File: src/rtl/assert_macros.svh
// Assertion macros used by the serializer top module.
`ifndef ASSERT_MACROS_SVH
`define ASSERT_MACROS_SVH

// Check a property on every rising clk edge outside reset.
`define ASSERT_CLK(label, prop, msg) \
  label: assert property (@(posedge clk) disable iff (!rst_n) (prop)) else $error(msg);

// Check that an antecedent implies a consequent in the same cycle.
`define ASSERT_IMPL(label, ante, cons, msg) \
  label: assert property (@(posedge clk) disable iff (!rst_n) (ante) |-> (cons)) \
    else $error(msg);

`endif

File: src/rtl/cfbs_pkg.sv
// Types, codes and constants of the CAN frame binary serializer.
package cfbs_pkg;

  localparam logic [7:0]  RECORD_MARK     = 8'hF1;
  localparam logic [31:0] EXT_FLAG        = 32'h8000_0000;
  localparam logic [3:0]  NIBBLE          = 4'hF;
  localparam logic [4:0]  RECORD_OVERHEAD = 5'd12;
  localparam logic [3:0]  MAX_DATA        = 4'd8;
  localparam int          REC_BYTES       = 20;
  localparam int          REC_W           = REC_BYTES * 8;

  typedef enum logic [1:0] {
    OP_FRAME  = 2'd0,
    OP_RAW    = 2'd1,
    OP_CLEAR  = 2'd2,
    OP_IGNORE = 2'd3
  } op_e_t;

  typedef enum logic [1:0] {
    ST_IDLE,
    ST_DECIDE,
    ST_EMIT
  } state_t;

  typedef struct packed {
    logic [1:0]  operation;
    logic [31:0] timestamp_us;
    logic [28:0] can_id;
    logic        extended;
    logic [3:0]  length_code;
    logic [3:0]  bus_number;
    logic [63:0] payload;
    logic [7:0]  raw_byte;
  } in_req_t;

  typedef struct packed {
    logic        write_valid;
    logic [10:0] write_address;
    logic [7:0]  write_byte;
    logic        frame_dropped;
    logic        last;
    logic [11:0] fill_after;
    logic [31:0] drops_total;
  } out_res_t;

  // Sequencer to record shifter.
  typedef struct packed {
    logic load;
    logic advance;
  } rec_ctrl_t;

  // Record shifter back to sequencer.
  typedef struct packed {
    logic [7:0] byte_val;
    logic       final_byte;
  } rec_stat_t;

  // Data byte count: length code above eight counts as eight.
  function automatic logic [3:0] clamp_len(input logic [3:0] dlc);
    logic [3:0] n;
    n = dlc & NIBBLE;
    if (n > MAX_DATA) begin
      n = MAX_DATA;
    end
    return n;
  endfunction

endpackage

File: src/rtl/cfbs_record_shifter.sv
// Frame record shift register: loads a whole record, shifts out one byte per advance.
module cfbs_record_shifter
  import cfbs_pkg::*;
(
  input  logic      clk,
  input  logic      rst_n,
  input  in_req_t   req,
  input  rec_ctrl_t ctrl,
  output rec_stat_t stat
);

  logic [REC_W-1:0] rec_r;
  logic [REC_W-1:0] rec_nxt;
  logic [4:0]       cnt_r;
  logic [4:0]       cnt_nxt;
  logic [REC_W-1:0] rec_load;
  logic [63:0]      data_masked;
  logic [31:0]      id_word;
  logic [3:0]       n;

  always_comb begin
    n = clamp_len(req.length_code);
    for (int i = 0; i < 8; i++) begin
      data_masked[8*i +: 8] = (4'(i) < n) ? req.payload[8*i +: 8] : 8'h00;
    end
    id_word = {3'b000, req.can_id} | (req.extended ? EXT_FLAG : 32'h0);
    // Bytes past the data are zero, so the trailing zero byte comes for free.
    rec_load = {8'h00, data_masked, req.bus_number, n, id_word,
                req.timestamp_us, 8'h00, RECORD_MARK};
  end

  always_comb begin
    rec_nxt = rec_r;
    cnt_nxt = cnt_r;
    if (ctrl.load) begin
      rec_nxt = rec_load;
      cnt_nxt = RECORD_OVERHEAD + {1'b0, n} - 5'd1;
    end else if (ctrl.advance) begin
      rec_nxt = {8'h00, rec_r[REC_W-1:8]};
      cnt_nxt = cnt_r - 5'd1;
    end
  end

  always_ff @(posedge clk) begin
    rec_r <= rec_nxt;
    if (!rst_n) begin
      cnt_r <= '0;
    end else begin
      cnt_r <= cnt_nxt;
    end
  end

  assign stat.byte_val   = rec_r[7:0];
  assign stat.final_byte = (cnt_r == 5'd0);

endmodule

File: src/rtl/can_frame_binary_serializer.sv
// CAN frame binary serializer: turns frame, raw byte and clear requests into buffer writes.
// Each accepted request is decided in a decide state (space check with a single add and
// compare), then its results go out through an output register, one per cycle while the
// result port takes them. A frame record of 12+N bytes is shifted out of a record shift
// register one byte per cycle, again only while the result port is not stalled. A stalled
// result port holds the flow; in_ready is high only while no request is in progress.
module can_frame_binary_serializer
  import cfbs_pkg::*;
#(
  parameter int BUFFER_BYTES = 2048
) (
  input  logic     clk,
  input  logic     rst_n,
  input  logic     in_valid,
  output logic     in_ready,
  input  in_req_t  in_data,
  output logic     out_valid,
  input  logic     out_ready,
  output out_res_t out_data
);

  localparam int FILL_W = $clog2(BUFFER_BYTES + 1);
  localparam logic [FILL_W-1:0] BUF_LIM  = FILL_W'(BUFFER_BYTES);
  localparam logic [FILL_W:0]   BUF_LIM1 = (FILL_W + 1)'(BUFFER_BYTES);

  state_t          state_r, state_nxt;
  in_req_t         req_r;
  logic [FILL_W-1:0] fill_r, fill_nxt, fill_inc;
  logic [31:0]     drops_r, drops_nxt;
  logic            out_valid_r;
  out_res_t        out_data_r, out_nxt;
  logic            out_load;
  logic            out_free;
  rec_ctrl_t       rec_ctrl;
  rec_stat_t       rec_stat;
  logic [4:0]      rec_size;
  logic [FILL_W:0] fill_sum;
  logic            fits;
  logic            is_frame;
  logic [FILL_W+10:0] addr_ext;
  logic [FILL_W+11:0] fill_nxt_ext;

  cfbs_record_shifter u_shifter (
    .clk   (clk),
    .rst_n (rst_n),
    .req   (req_r),
    .ctrl  (rec_ctrl),
    .stat  (rec_stat)
  );

  assign out_free = !out_valid_r || out_ready;
  assign is_frame = (req_r.operation == OP_FRAME);
  assign rec_size = RECORD_OVERHEAD + {1'b0, clamp_len(req_r.length_code)};
  assign fill_sum = {1'b0, fill_r} + (FILL_W + 1)'(rec_size);
  assign fits     = (fill_sum < BUF_LIM1);
  assign fill_inc = fill_r + FILL_W'(1);
  assign addr_ext = {11'd0, fill_r};

  always_comb begin
    state_nxt = state_r;
    case (state_r)
      ST_IDLE: begin
        if (in_valid) begin
          state_nxt = ST_DECIDE;
        end
      end
      ST_DECIDE: begin
        if (is_frame && fits) begin
          state_nxt = ST_EMIT;
        end else if (out_free) begin
          state_nxt = ST_IDLE;
        end
      end
      ST_EMIT: begin
        if (out_free && rec_stat.final_byte) begin
          state_nxt = ST_IDLE;
        end
      end
      default: state_nxt = ST_IDLE;
    endcase
  end

  always_comb begin
    in_ready     = 1'b0;
    rec_ctrl     = '0;
    out_load     = 1'b0;
    out_nxt      = '0;
    fill_nxt     = fill_r;
    drops_nxt    = drops_r;
    fill_nxt_ext = '0;
    case (state_r)
      ST_IDLE: begin
        in_ready = 1'b1;
      end
      ST_DECIDE: begin
        out_nxt.last = 1'b1;
        case (req_r.operation)
          OP_FRAME: begin
            if (fits) begin
              rec_ctrl.load = 1'b1;
            end else begin
              drops_nxt             = drops_r + 32'd1;
              out_nxt.frame_dropped = 1'b1;
            end
          end
          OP_RAW: begin
            if (fill_r < BUF_LIM) begin
              out_nxt.write_valid   = 1'b1;
              out_nxt.write_address = addr_ext[10:0];
              out_nxt.write_byte    = req_r.raw_byte;
              fill_nxt              = fill_inc;
            end
          end
          OP_CLEAR: begin
            fill_nxt = '0;
          end
          default: ;
        endcase
        out_load = out_free && !(is_frame && fits);
        fill_nxt_ext        = {12'd0, fill_nxt};
        out_nxt.fill_after  = fill_nxt_ext[11:0];
        out_nxt.drops_total = drops_nxt;
        // Hold state until the single result can be written.
        if (!out_load) begin
          fill_nxt  = fill_r;
          drops_nxt = drops_r;
        end
      end
      ST_EMIT: begin
        if (out_free) begin
          out_load              = 1'b1;
          rec_ctrl.advance      = 1'b1;
          fill_nxt              = fill_inc;
          out_nxt.write_valid   = 1'b1;
          out_nxt.write_address = addr_ext[10:0];
          out_nxt.write_byte    = rec_stat.byte_val;
          out_nxt.last          = rec_stat.final_byte;
        end
        fill_nxt_ext        = {12'd0, fill_inc};
        out_nxt.fill_after  = fill_nxt_ext[11:0];
        out_nxt.drops_total = drops_r;
      end
      default: ;
    endcase
  end

  always_ff @(posedge clk) begin
    if (in_valid && in_ready) begin
      req_r <= in_data;
    end
    if (out_load) begin
      out_data_r <= out_nxt;
    end
    if (!rst_n) begin
      state_r     <= ST_IDLE;
      fill_r      <= '0;
      drops_r     <= '0;
      out_valid_r <= 1'b0;
    end else begin
      state_r <= state_nxt;
      fill_r  <= fill_nxt;
      drops_r <= drops_nxt;
      if (out_load) begin
        out_valid_r <= 1'b1;
      end else if (out_ready) begin
        out_valid_r <= 1'b0;
      end
    end
  end

  assign out_valid = out_valid_r;
  assign out_data  = out_data_r;

`include "assert_macros.svh"

  `ASSERT_CLK(a_fill_bound, fill_r <= BUF_LIM, "fill level above buffer size")
  `ASSERT_IMPL(a_addr_fill, out_valid_r && out_data_r.write_valid, out_data_r.fill_after[10:0] == 11'(out_data_r.write_address + 11'd1), "fill_after does not follow write address")
  `ASSERT_CLK(a_drop_step, (drops_r == $past(drops_r)) || (drops_r == $past(drops_r) + 32'd1), "drop counter moved by more than one")
  `ASSERT_IMPL(a_emit_busy, state_r == ST_EMIT, !in_ready && !rec_ctrl.load, "request taken while record in flight")

endmodule

File: config.mk
export PLATFORM = sky130hd
export DESIGN_NAME = can_frame_binary_serializer
export DESIGN_NICKNAME = d
export VERILOG_FILES = /design/src/rtl/cfbs_pkg.sv /design/src/rtl/cfbs_record_shifter.sv /design/src/rtl/can_frame_binary_serializer.sv
export VERILOG_INCLUDE_DIRS = /design/src /design/src/rtl
export SDC_FILE = /design/constraint.sdc
export NUM_CORES = 1
export LEC_CHECK = 0
export BUFFER_PORTS_ARGS = -buffer_cell sky130_fd_sc_hd__buf_2
export CAP_MARGIN = 20
export CORE_UTILIZATION = 36
export DETAILED_ROUTE_END_ITERATION = 10
export PLACE_DENSITY_LB_ADDON = 0.08
export SYNTH_ARGS = -nofsm -noshare
export SYNTH_HDL_FRONTEND = slang
export SYNTH_SLANG_ARGS = --single-unit
File: constraint.sdc
create_clock -name clk -period 23.6 [get_ports clk]
set_input_delay 0 -clock clk [delete_from_list [all_inputs] [get_ports clk]]
set_output_delay 0 -clock clk [all_outputs]
set_load 0.02 [all_outputs]
=== Yosys cells after proc, flatten, opt, wreduce, memory -nomap -nowiden ===
Cells that the tools add are included.

* Register bits: 414
* Input bits: 148
* Output and inout port bits: 68

* Mux-type cells: 42
* Eq/ne operators: 9
* Order comparisons: 11
* Reductions and logical operators: 17
* Add/sub/neg operators: 6
* Bitwise gates (word level): 1

{| class="wikitable"
|+ Operator list
! operator !! number
|-
| 2-to-1 mux 152 bit || 2
|-
| 2-to-1 mux 32 bit || 3
|-
| one-hot mux 45 bit (2 select lines) || 1
|-
| 2-to-1 mux 8 bit || 8
|-
| 2-to-1 mux 20 bit || 3
|-
| one-hot mux 12 bit (2 select lines) || 2
|-
| one-hot mux 20 bit (2 select lines) || 1
|-
| 2-to-1 mux 12 bit || 3
|-
| adder 32 x 1 -> 32 bit (second input constant) || 1
|-
| OR 29 x 32 -> 32 bit || 1
|-
| less-than comparator 3 x 4 -> 1 bit (first input constant) || 4
|-
| adder 12 x 5 -> 13 bit || 1
|-
| less-than comparator 13 x 12 -> 1 bit (second input constant) || 1
|-
| adder 12 x 1 -> 12 bit (second input constant) || 1
|-
| less-than comparator 12 bit (second input constant) || 1
|-
| 2-to-1 mux 1 bit || 10
|-
| 2-to-1 mux 5 bit || 2
|-
| subtractor 5 x 1 -> 5 bit (second input constant) || 2
|-
| less-than comparator 1 x 4 -> 1 bit (first input constant) || 2
|-
| less-than comparator 2 x 4 -> 1 bit (first input constant) || 2
|-
| 2-to-1 mux 2 bit || 4
|-
| != test 2 bit (second input constant) || 4
|-
| one-hot mux 2 bit (3 select lines) || 1
|-
| AND reduction 3 bit || 2
|-
| 14 further kinds || 24
|}

=== Longest topological paths before layout ===
Gate-level depths: netlist (run 1).

* Depth in word-level cells: 10
* Gate-level depth with buffers: 18

=== Hierarchy ===
From an unflattened synthesis (run 1), not the netlist that was laid out.

* Cells, all modules: 1253
* Area, all modules: 17281.6 um^2

{| class="wikitable"
|+ By module, submodules not included
! module !! seq. area each (um^2) !! times used !! cells an instance !! area each (um^2)
|-
| can_frame_binary_serializer || 7247.0 || 1 || 825 || 10679.0
|-
| cfbs_record_shifter || 4504.3 || 1 || 428 || 6602.6
|}

=== Worst setup path after synthesis (run 1) ===
No wires, ideal clock.

* Kind: reg2reg
* Start: reg req_r[79] in the netlist's numbering
* End: reg out_data_r (netlist bit out_data[0]) (enable)
* Arrival: 6.847 ns
* Period minus slack after synthesis: 7.438 ns
* Cell stages (with the launch flop): 11
* Slack: 16.162 ns
* Data required time: 23.009 ns
* Library setup time: 0.591 ns
* Cells stage by stage: edfxtp_1 buf_6 nor2_1 clkinv_1 ha_1 o211ai_1 a21oi_4 o211ai_4 nand2b_4 buf_6 a21boi_0

* Cells in the longest elaborated chain, start to end: 9

{| class="wikitable"
|+ RTL lines
! what !! RTL line !! source
|-
| from (decl) || can_frame_binary_serializer.sv:27 || <nowiki>in_req_t req_r;</nowiki>
|-
| from (signal assigned) || can_frame_binary_serializer.sv:149 || <nowiki>req_r <= in_data;</nowiki>
|-
| > comparator 4 bit || cfbs_pkg.sv:62 || <nowiki>if (n > MAX_DATA) begin</nowiki>
|-
| 2-to-1 mux 4 bit (*) || cfbs_pkg.sv:62 ||
|-
| adder 4 x 4 -> 5 bit (*) || can_frame_binary_serializer.sv:53 || <nowiki>assign rec_size = RECORD_OVERHEAD + {1'b0, clamp_len(req_r.length_code)};</nowiki>
|-
| adder 12 x 5 -> 13 bit (*) || can_frame_binary_serializer.sv:54 || <nowiki>assign fill_sum = {1'b0, fill_r} + (FILL_W + 1)'(rec_size);</nowiki>
|-
| less-than comparator 13 x 12 -> 1 bit (*) || can_frame_binary_serializer.sv:55 || <nowiki>assign fits = (fill_sum < BUF_LIM1);</nowiki>
|-
| logical AND 1 bit (*) || can_frame_binary_serializer.sv:119 || <nowiki>out_load = out_free && !(is_frame && fits);</nowiki>
|-
| logical NOT 1 bit (*) || can_frame_binary_serializer.sv:119 ||
|-
| logical AND 1 bit (*) || can_frame_binary_serializer.sv:119 ||
|-
| one-hot mux 1 bit (2 select lines) (*) || can_frame_binary_serializer.sv:91 || <nowiki>case (state_r)</nowiki>
|-
| net out_load || can_frame_binary_serializer.sv:32 || <nowiki>logic out_load;</nowiki>
|-
| to (signal assigned) || can_frame_binary_serializer.sv:152 || <nowiki>out_data_r <= out_nxt;</nowiki>
|-
| to (decl) || can_frame_binary_serializer.sv:31 || <nowiki>out_res_t out_data_r, out_nxt;</nowiki>
|}

Mark *: on every way through the listed nets, which the timed path passes. The rest lies on a longest branch.
A chain may end at the register's enable or synchronous reset.

=== Worst setup path after layout (run 1) ===
* Start: reg req_r[79] in the netlist's numbering
* End: reg u_shifter.rec_r[51] (enable)

* Cells in the longest elaborated chain, start to end: 9

{| class="wikitable"
|+ RTL lines
! what !! RTL line !! source
|-
| > comparator 4 bit || cfbs_pkg.sv:62 ||
|-
| 2-to-1 mux 4 bit (*) || cfbs_pkg.sv:62 ||
|-
| adder 4 x 4 -> 5 bit (*) || can_frame_binary_serializer.sv:53 ||
|-
| adder 12 x 5 -> 13 bit (*) || can_frame_binary_serializer.sv:54 ||
|-
| less-than comparator 13 x 12 -> 1 bit (*) || can_frame_binary_serializer.sv:55 ||
|-
| 2-to-1 mux 1 bit (*) || can_frame_binary_serializer.sv:99 || <nowiki>if (fits) begin</nowiki>
|-
| 2-to-1 mux 1 bit (*) || can_frame_binary_serializer.sv:97 || <nowiki>case (req_r.operation)</nowiki>
|-
| 2-to-1 mux 1 bit (*) || can_frame_binary_serializer.sv:91 ||
|-
| nonzero test 2 bit (no source line) (*) || -- ||
|-
| to (signal assigned) || cfbs_record_shifter.sv:45 || <nowiki>rec_r <= rec_nxt;</nowiki>
|-
| to (decl) || cfbs_record_shifter.sv:12 || <nowiki>logic [REC_W-1:0] rec_r;</nowiki>
|}

Every way passes the cells marked *; elsewhere a longest branch is shown, timed or not.

==> results of run 1 <==
==> per-stage QoR <==
| step | instances | worst slack, ps | power, mW | utilization, % |
|---|---|---|---|---|
| 2_1_floorplan | 1481 | 16160 | 0.9068 | - |
| 3_3_place_gp | 2218 | 18630 | 0.9410 | 39.65 |
| 3_5_place_dp | 2218 | 18430 | 0.9420 | 39.65 |
| 4_1_cts | 2453 | 18400 | 1.690 | 45.93 |
| 5_1_grt | 2454 | 18100 | 1.730 | 45.97 |
| 6_report | 2454 | 18510 | 1.667 | 45.97 |
==> logic make-up after synthesis <==
group                      after synthesis  share of synthesized area [%]
and+or+nand+nor                        573                          15.50
DFF                                    414                          67.05
AOI/OAI and AO/OA                      321                          11.17
buffers and inverters                  119                          3.263
xor gates and xnor gates                38                          1.899
adders and majority gates               14                         0.9995
muxes                                    2                         0.1142
==> worst paths after layout <==
check | from | to | slack [ps] | cells after the start
hold / removal | in_data[93] | req_r[93] | 120 | 2
hold reg to reg | u_shifter.rec_r[1] | u_shifter.rec_r[1] | 460 | 2
setup / recovery | req_r[79] | u_shifter.rec_r[51] | 18510 | 9
setup reg to reg | req_r[79] | u_shifter.rec_r[51] | 18510 | 9
==> worst max-delay path, cell delays in order (launching register included) <==
cell and delay [ps]:
edfxtp_1 690, nor2_1 320, clkinv_1 320, ha_1 400, a21oi_1 260, nand2_1 240
o21ai_2 280, nand2_1 430, nand2_4 870, buf_4 830
==> report_power, final <==
group / total, mW / internal (mW) / switching, mW
combinational: 0.101 / 0.0419 / 0.0596
sequential: 0.843 / 0.829 / 0.0138
clock: 0.723 / 0.429 / 0.294
total: 1.67 / 1.30 / 0.368
==> metal layers <==
layer	track usage [%]	vias up	part of all wire, %
met1	24.43	5845	48
met5	0	-	0
met4	5.984	0	2.3
li1	-	6038	-
met3	2.790	71	4.5
met2	26.98	297	46
==> registers in the layout (all words and copies together), names as in the netlist <==
name and flops:
u_shifter.rec_r 152, req_r 144, out_data 66, drops_r 32
fill_r 12, u_shifter.cnt_r 5, state_r 2, out_valid 1
==> layout by cell type, fill, tap and decap left out, drive strengths merged, types with 6 or more instances in the layout <==
cell type / Yosys / routed
and2: 24 / 24
clkinv: 1 / 20
nand2: 283 / 283
nand4: 18 / 18
xnor2: 20 / 20
nor2: 58 / 58
nor2b: 18 / 18
dlygate4sd3: 0 / 148
a21oi: 44 / 44
o21a: 7 / 7
o21ai: 177 / 177
nand3: 90 / 90
o211ai: 8 / 8
or3: 6 / 6
dfxtp: 68 / 68
xor2: 18 / 18
nor3: 19 / 19
o31ai: 6 / 6
buf: 46 / 225
ha: 14 / 14
clkbuf: 56 / 62
edfxtp: 346 / 346
and3: 21 / 21
nand2b: 8 / 8
a31oi: 20 / 20
a22oi: 12 / 12
inv: 16 / 16
==> cell type report <==
class | count | area (sq um) | share of cell area, %
well taps | 615 | 769.5 | 3.498
flip-flops and latches | 414 | 11750 | 53.43
repair buffers | 373 | 2658 | 12.08
inverters | 17 | 63.81 | 0.2901
multi-input cells | 948 | 5231 | 23.78
clock inverters | 25 | 225.2 | 1.024
clock buffers | 62 | 1296 | 5.893
==> results.md, run 1 <==
* Outcome: completed
* Vias in the first global route at 11.95k
* First-pass GRT wire length at 67.41 mm
* CTS Hold Bufs at 148
* Largest cells by area after synthesis: edfxtp_1, dfxtp_1, nand2_1
* Final global-route overflow total at 0
* Startpoint types: register
* Final period utilization at a little over a fifth
* Residual DRC at 0
* Synth unique cells at 76
* H-tree depth at 2
* Initial Utilization at 36.63%
* Synth top area share at 59.28%
* Pin count of the biggest net entering global routing at 274
* Avg WL per Cell at 17.71 microns
* Num CTS Buffers at 48
* P_leak at 7.748 nW
* Relative slew slack at approximately a quarter
* Clock Tree Buf Depth at 3
* Worst skew pair latency at around 580 ps
* Ant diodes at 0
* Die Ht at 222.6 microns
* Fmax at approximately 200 MHz
* Worst hold path type: input pin to register
* Max-cap violations at 0
* Worst-path fanout max at 70
* Mean Syn Cell Area at 11.83 sq um
* FP Rows at 80
* Setup crit end kind: register
* Share of layout cells above drive strength 1 at 17.46%
* Slew Limit Fails at 0
* Post-DP HPWL at 26.40 mm
* Vias per inst at 4.992
* Post-DP Area at 18970 sq um
* CP Data Arrival Time at 5290 ps
* Synthesized cell area at about 18000 sq um
* Setup TNS at 0 ps
* Top cells by count, synth: edfxtp_1, nand2_1, o21ai_0
* Resized cells post-CTS at 0
* Final min period at 5093 ps
* CTS sink cnt at 414
* Via count at 12.25k
* Post-layout nets at 1964
* I/O pins at 216
* Area Growth Syn to Fin at 25.50%
* Initial DRC Count at 973
* Area leader, netlist: edfxtp_1
* Synth Warn # at 0
* Die width at 222.6 microns
* Routed Antenna Nets at 0
* Post-route cell area at roughly 22000 sq um
* Worst-Margin Slew at 1107 ps
* Syn Inst Count at 1481
* Overall Global Routing Usage at between 15 and 20%
* RSZ-0062 raised after global routing: false
* IO buf count at roughly 220
* PwrDens at 75.81 nW/um^2
* Final wirelength at between 40 and 50 mm
* Die Area at 49570 sq um
* Peak supply drop at approximately 0.040 mV
* GPL Wtd Cong at 0.7953
* Worst-path clk slew at 60 ps
* Top_reg_cell synth: edfxtp_1
* Hold Slack at ~120 ps
* CTS tree: done
* Finish-stage setup viols at 0
* Number of synthesized flops with an enable pin at 346
* Layout Skew at around 17 ps
* Ys async rst share at 0%
* Most numerous cell in the Yosys netlist: edfxtp_1
* Final Hold Viols at 0
* Postcts setup bufs at 0
* First-pass detailed-route iteration total at 7
* Synthesized flop and latch total at 414
* Register area share after synthesis at 67.05%
* Antenna violations before repair at 1
* Worst path required time at 23800 ps
* Clk root buf: clkbuf_16
* Synthesized net count at 1643
* # fillers at 4471
* Core area at 47850 sq um
* CP Class: register to register
(Power assumes the default switching activity.)
==> run 2: changes to the inputs <==
==> constraint.sdc (replaced) <==
create_clock -name clk -period 5.26 [get_ports clk]
set_input_delay 0 -clock clk [delete_from_list [all_inputs] [get_ports clk]]
set_output_delay 0 -clock clk [all_outputs]
set_load 0.02 [all_outputs]
==> run 2 against run 1 <==
Critical path depth is 6 higher. Sequential power grew to 4.5 times the previous value. Clock power increased to 4.4 times the previous value. Die area is the same. Register-to-register slack got worse by 17000 ps. Utilization grew 0.084 points. Sequential share of layout area shrank 0.097 points. Clock skew shrank 2.4 ps. Routed wire length shrank 0.72%. Largest cell class unchanged. Largest power group unchanged.
==> results.md, run 2 (synthesis gave the netlist of run 1 again) <==
* Setup crit end kind: register
* Post-DP Area at 19070 sq um (+0.51%)
* IO buf count at 215 (unchanged)
* # fillers at 4412 (-1.3%)
* Peak supply drop at 0.2169 mV (+440%)
* GPL Wtd Cong at 0.7880 (-0.92%)
* Max reg flops at 152 (unchanged)
* I/O pins at 216 (unchanged)
* Initial Utilization at 36.63% (unchanged)
* Most common cell after layout, fill and taps aside: edfxtp_1
* Vias in the first global route at 12.05k (+0.85%)
* Fmax at 255.8 MHz (+30%)
* Footprint of the multi-input gates at 5240 sq um (+0.17%)
* Startpoint types: register
* Post-route cell area at 22030 sq um (+0.18%)
* Final wirelength at 43.14 mm (-0.72%)
* Worst hold path type: input pin to register
* Largest Register: u_shifter.rec_r
* Final period utilization at 74.32% (+53 points)
* Pin count of the biggest net entering global routing at 274 (unchanged)
* Final Hold Viols at 0 (unchanged)
* PwrDens at 335.4 nW/um^2 (+340%)
* Most frequent cells in the layout: edfxtp_1, nand2_1, buf_2
* Num CTS Buffers at 48 (unchanged)
* Final Core Density at 46.05% (+0.084 points)
* Antenna violations before repair at 3 (+2)
* CP max stage cell: edfxtp_1
* Slew Limit Fails at 0 (unchanged)
* Worst path required time at 5740 ps (-18060 ps)
* Core area at 47850 sq um (unchanged)
* Die Area at 49570 sq um (unchanged)
* Outcome: completed
* Clock Tree Buf Depth at 3 (unchanged)
* Setup TNS at 0 ps (unchanged)
* H-tree depth at 2 (unchanged)
* Final global-route overflow total at 0 (unchanged)
* Vias per inst at 4.947 (-0.90%)
* Worst skew pair latency at 570 ps (about the same)
* Clk root buf: clkbuf_16
* Overall Global Routing Usage at 17.29% (about the same)
* P_leak at 7.772 nW (+0.30%)
* Storage element area at 11750 sq um (unchanged)
* Layout Skew at 15.02 ps (-2.402 ps)
* Initial DRC Count at 927 (-4.7%)
* CTS tree: done
* Relative slew slack at 25.86% (-0.35 points)
* Via count at 12.16k (-0.74%)
* Final min period at 3909 ps (-1184 ps)
* Worst-path cell chain: nor2_1 -> clkinv_1 -> ha_1 -> a21oi_1 -> nand2_1 -> o21ai_2 -> nand2_1 -> buf_4 -> a21oi_1 -> ha_1 -> inv_1 -> or4_1 -> xnor2_1 -> nor2_1 -> a211oi_2
* Worst-Margin Slew at 1112 ps (+5.304 ps)
* Die Ht at 222.6 microns (unchanged)
* CP Data Arrival Time at 4390 ps (-900 ps)
* Routed Antenna Nets at 0 (unchanged)
* Postcts setup bufs at 0 (unchanged)
* Worst-path clk slew at 60 ps (about the same)
* First-pass detailed-route iteration total at 7 (unchanged)
* Worst-path fanout max at 14 (-80%)
* RSZ-0062 raised after global routing: false
* Avg WL per Cell at 17.55 microns (-0.88%)
* FP Rows at 80 (unchanged)
* Die width at 222.6 microns (unchanged)
* Ant diodes at 0 (unchanged)
* Max-cap violations at 0 (unchanged)
* CP Class: register to register
* Residual DRC at 0 (unchanged)
* CP peak stage delay at 480 ps (-390 ps)
* Post-layout nets at 1967 (+0.15%)
* CTS sink cnt at 414 (unchanged)
* Finish-stage setup viols at 0 (unchanged)
* Pre-CTS WS at 1316 ps (-17120 ps)
* Area Growth Syn to Fin at 25.73%
* Share of layout cells above drive strength 1 at 17.96% (+0.50 points)
* Setup WS post-layout at 1351 ps (-17160 ps)
* Post-DP HPWL at 26.23 mm (-0.64%)
* First-pass GRT wire length at 67.50 mm (+0.13%)
[run 2: changes by cell type in the layout (fill, tap and decap cells not counted)]
cell and change:
inv_6 +3, clkinv_1 -6, nand2_8 +1, clkinv_2 +5, clkbuf_16 -1, clkinv_8 -1, nand2_4 -1, buf_16 +1
clkbuf_8 +2, bufinv_16 -2, buf_12 +2, clkinv_4 +1
[run 2: repair_timing]
| item | 4_1_cts | 5_1_grt |
|---|---|---|
| hold endpoints to repair | 156 | 0 |
| resized for setup | 0 | 0 |
| hold buffers | 148 | 0 |
[run 2: layer usage]
| metal | track usage (%) | wire length [microns] |
|---|---|---|
| met3 | 3.147 | 1644 |
| met5 | 0 | 23 |
| met4 | 5.784 | 926 |
| met2 | 27.17 | 20140 |
| met1 | 24.07 | 20410 |
[run 2: worst paths after layout]
| check | depth (start not counted) | endpoint | start | slack [ps] |
|---|---|---|---|---|
| max | 15 | u_shifter.cnt_r[4] | req_r[78] | 1350 |
| max reg2reg | 15 | u_shifter.cnt_r[4] | req_r[78] | 1350 |
| min reg2reg | 2 | u_shifter.rec_r[1] | u_shifter.rec_r[9] | 450 |
| min | 2 | req_r[98] | in_data[98] | 130 |
[run 2: critical path: cells and delay by family (launching register included)]
| kind | cells | cell delay [ps] |
|---|---|---|
| AO/OA/AOI/OAI | 4 | 900 |
| buffers and inverters | 3 | 600 |
| adder cells (fa/ha/maj) | 2 | 620 |
| AND/OR/NAND/NOR | 5 | 1070 |
| flip-flops | 1 | 480 |
| XOR/XNOR | 1 | 140 |
[run 2: layout make-up]
type	count	area share, %
Inverter	17	0.2896
Multi-Input combinational cell	948	23.78
Clock inverter	25	0.8461
Tap cell	615	3.492
Clock buffer	63	5.894
Timing Repair Buffer	376	12.37
Sequential cell	414	53.33
[run 2: report_power, final]
part / internal (mW) / switching [mW] / total [mW]
sequential: 3.72 / 0.0584 / 3.78
clock: 1.84 / 1.32 / 3.15
combinational: 0.191 / 0.270 / 0.460
[run 2: per-stage QoR]
step	power [mW]	std cells	hold WS (ps)
6_report	7.390	2458	128.9
3_5_place_dp	4.227	2222	178.1
5_1_grt	7.675	2458	108.6
4_1_cts	7.502	2458	81.35
3_3_place_gp	4.223	2221	176.2
2_1_floorplan	4.063	1481	98.87
==> run 3: changes to the inputs <==
--- a/config.mk
+++ b/config.mk
@@ -6,6 +6,7 @@
 export SDC_FILE = /design/constraint.sdc
 export NUM_CORES = 1
 export LEC_CHECK = 0
+export ABC_AREA = 1
 export BUFFER_PORTS_ARGS = -buffer_cell sky130_fd_sc_hd__buf_2
 export CAP_MARGIN = 20
 export CORE_UTILIZATION = 36
==> constraint.sdc (replaced) <==
create_clock -name clk -period 3.8 [get_ports clk]
set_input_delay 0 -clock clk [delete_from_list [all_inputs] [get_ports clk]]
set_output_delay 0 -clock clk [all_outputs]
set_load 0.02 [all_outputs]
==> run 3 against run 2 <==
Critical path type unchanged. Hold slack worse by 80 ps. Largest cell class unchanged. Utilization is 0.76 points higher. Flip-flop and latch count stayed put. Non-clock buffer count is 11 higher. Routed wire length is 4.5% higher. Highest routed layer is now met4. Total power is 71% higher. Critical path depth stayed put. Global-route usage is 0.63 points higher. Maximum frequency is 16% higher. Combinational power grew to 4.5 times the previous value. Cell area is 2.3% higher.
==> results.md, run 3 <==
* Outcome: completed
* Startpoint types: register
* CTS sink cnt at 414 (unchanged)
* Setup WS post-layout at 434.6 ps (-916.4 ps)
* Worst-Margin Slew at 935.4 ps (-176.6 ps)
* Most common cell after layout, fill and taps aside: nand2_1
* Relative slew slack at 37.22% (+11 points)
* Max reg flops at 152 (unchanged)
* Finish-stage setup viols at 0 (unchanged)
* Area leader, netlist: edfxtp_1
* Die Area at 50150 sq um (+1.2%)
* Net Sw Frac at 28.03% (+5.8 points)
* Ys async rst share at 0% (unchanged)
* CTS tree: done
* Worst skew pair latency at 590 ps (+20 ps)
* Register area share after synthesis at 66.26% (-0.79 points)
* Layout Skew at 20.16 ps (+5.137 ps)
* Initial Utilization at 36.83% (+0.21 points)
* Share of layout cells above drive strength 1 at 16.39% (-1.6 points)
* Antenna violations before repair at 0 (-3)
* Non-Filler Instances at 2730 (+11%)
* GPL Wtd Cong at 0.8751 (+11%)
* Core area at 48150 sq um (+0.63%)
* Final period utilization at 88.56% (+14 points)
* Resized cells post-CTS at 0 (unchanged)
* CP max stage cell: nand2_4
* Clock power share at 36.1% (-6.6 points)
* CP Class: register to register
* Worst-path clk slew at 60 ps (about the same)
* Largest cells by area after synthesis: edfxtp_1, nand2_1, dfxtp_1
* Peak supply drop at 0.3552 mV (+64%)
* Post-DP HPWL at 28.63 mm (+9.1%)
* Fmax at 297.1 MHz (+16%)
* Cell Int Power at 9.072 mW (+58%)
* Vias in the first global route at 12.99k (+7.8%)
* Combinational power share at 16.3% (+10 points)
* Max-cap violations at 0 (unchanged)
* Placed Instances at 2496 (+12%)
* CP peak stage delay at 500 ps (+20 ps)
* I/O pins at 216 (unchanged)
* Setup crit end kind: register
* Worst-path fanout max at 38 (+24)
* Worst-path cell chain: buf_4 -> a21oi_1 -> ha_1 -> nand2_1 -> inv_1 -> nand3_1 -> nand2_1 -> nand2_1 -> nand2_1 -> nand2_1 -> nand2_2 -> nor2_8 -> nand3_4 -> nand2_4 -> buf_12
* PwrDens at 559.2 nW/um^2 (+67%)
* RSZ-0062 raised after global routing: false
* CP dominant cell by count: nand2_1
* Num CTS Buffers at 47 (-2.1%)
* Ant diodes at 0 (unchanged)
* Final Hold Viols at 0 (unchanged)
* Residual DRC at 0 (unchanged)
* NetSw at 3.532 mW (+110%)
* Worst hold path type: input pin to register
* Top_reg_cell synth: edfxtp_1
* Post-layout nets at 2197 (+12%)
* Vias per inst at 4.795 (-3.1%)
* Initial DRC Count at 748 (-19%)
* Overall Global Routing Usage at 17.93% (+0.63 points)
* Worst path required time at 4080 ps (-1660 ps)
* Largest Register: u_shifter.rec_r
* Synthesized net count at 1853 (+13%)
* Final global-route overflow total at 0 (unchanged)
* Most frequent cells in the layout: nand2_1, edfxtp_1, buf_2
* Synth top area share at 58.59% (-0.70 points)
* Top cells by count, synth: nand2_1, edfxtp_1, nand3_1
* Via count at 13.09k (+7.6%)
* Pre-CTS WS at 422.9 ps (-893.2 ps)
* Final min period at 3365 ps (-543.6 ps)
* Slew Limit Fails at 0 (unchanged)
* Synth unique cells at 45 (-41%)
* Avg WL per Cell at 16.51 microns (-5.9%)
* Synth Warn # at 0 (unchanged)
* Die Ht at 224.0 microns (+0.59%)
* Pin count of the biggest net entering global routing at 154 (-44%)
* Die width at 224.0 microns (+0.59%)
* # fillers at 4525 (+2.6%)
* Final wirelength at 45.07 mm (+4.5%)
* Clk root buf: clkbuf_16
* Synthesized cell area at 17730 sq um (+1.2%)
* Routed Antenna Nets at 0 (unchanged)
* Syn Inst Count at 1691 (+14%)
* FP Rows at 80 (unchanged)
* CP Data Arrival Time at 3640 ps (-750 ps)
* Synthesized flop and latch total at 414 (unchanged)
* Area Growth Syn to Fin at 27.10%
* Clock Tree Buf Depth at 3 (unchanged)
* P_leak at 8.600 nW (+11%)
* Setup TNS at 0 ps (unchanged)
* Total power at 12.60 mW (+71%)
* Seq pwr share at 47.5% (-3.6 points)
* Mean Syn Cell Area at 10.49 sq um (-11%)
* Most numerous cell in the Yosys netlist: nand2_1
* Number of synthesized flops with an enable pin at 346 (unchanged)
* H-tree depth at 2 (unchanged)
* First-pass GRT wire length at 70.26 mm (+4.1%)
* IO buf count at 215 (unchanged)
* First-pass detailed-route iteration total at 5 (-2)
## run 3: cell types whose count changed after synthesis, sizes merged, moves of 29 or more
cell   change
nor2      +61
o21ai     -29
a21oi     +54
nand3     +68
nand2    +142
inv       +79
## run 3: logic make-up (layout without fill, tap and decap cells)
| group | count (synthesis) | count (layout) | synth area share, % |
|---|---|---|---|
| AOI/OAI and AO/OA | 279 | 279 | 8.325 |
| DFF | 414 | 414 | 66.26 |
| xor gates and xnor gates | 38 | 38 | 1.877 |
| adders and majority gates | 14 | 14 | 0.9877 |
| buffers and inverters | 191 | 574 | 4.466 |
| and+or+nand+nor | 755 | 755 | 18.08 |
## run 3: worst max-delay path, delay by kind of cell (launching register included)
family	cells	cell delay [ps]
AND/OR/NAND/NOR	10	1480
AO/OA/AOI/OAI	1	290
adder cells (fa/ha/maj)	1	300
flip-flops	1	380
buffers and inverters	3	540
## run 3: layout make-up
type / instances / area (sq um) / share of cell area, %
Clock buffer: 60 / 1256 / 5.573
Clock inverter: 28 / 299.0 / 1.327
Inverter: 99 / 375.4 / 1.665
Multi-Input combinational cell: 1086 / 5218 / 23.15
Sequential cell: 414 / 11750 / 52.13
Tap cell: 656 / 820.8 / 3.641
Timing Repair Buffer: 387 / 2820 / 12.51
## run 3: through the flow
step	util (%)	hold WS [ps]	area [sq um]
after floorplan	-	98.87	17750
after global placement	40.55	176.3	19520
after detailed placement	40.55	178.1	19520
after CTS	46.82	12.61	22540
after global routing	46.82	79.63	22540
final	46.82	49.13	22540
## run 3: worst paths after layout
path	startpoint	to	slack [ps]	depth (start not counted)
max	req_r[79]	u_shifter.rec_r[144]	430	15
min	rst_n	drops_r[1]	50	3
max reg2reg	req_r[79]	u_shifter.rec_r[144]	430	15
min reg2reg	u_shifter.rec_r[20]	u_shifter.rec_r[12]	490	2
## run 3: power by group through the flow
stage | clock [mW] | sequential, mW | combinational (mW)
finish | 4.56 | 5.99 | 2.06
global route | 4.85 | 6.06 | 2.33
CTS | 4.70 | 6.00 | 2.09
detailed placement | 0 | 6.09 | 1.96
global placement | 0 | 6.09 | 1.94
floorplan | 0 | 6.06 | 1.30
## run 3: per-layer routing
metal | global-route usage [%] | vias up | part of all wire (%) | routed length (microns)
li1 | - | 6529 | - | -
met4 | 6.717 | 0 | 2.7 | 1199
met1 | 23.47 | 6207 | 45 | 20330
met5 | 0 | - | 0 | 0
met2 | 30.14 | 282 | 48 | 21840
met3 | 2.518 | 71 | 3.8 | 1699
## run 3: repair_timing
| item | in CTS | in global routing |
|---|---|---|
| hold buffers | 146 | 0 |
| buffers inserted | 0 | 0 |
| hold endpoints to repair | 151 | 0 |
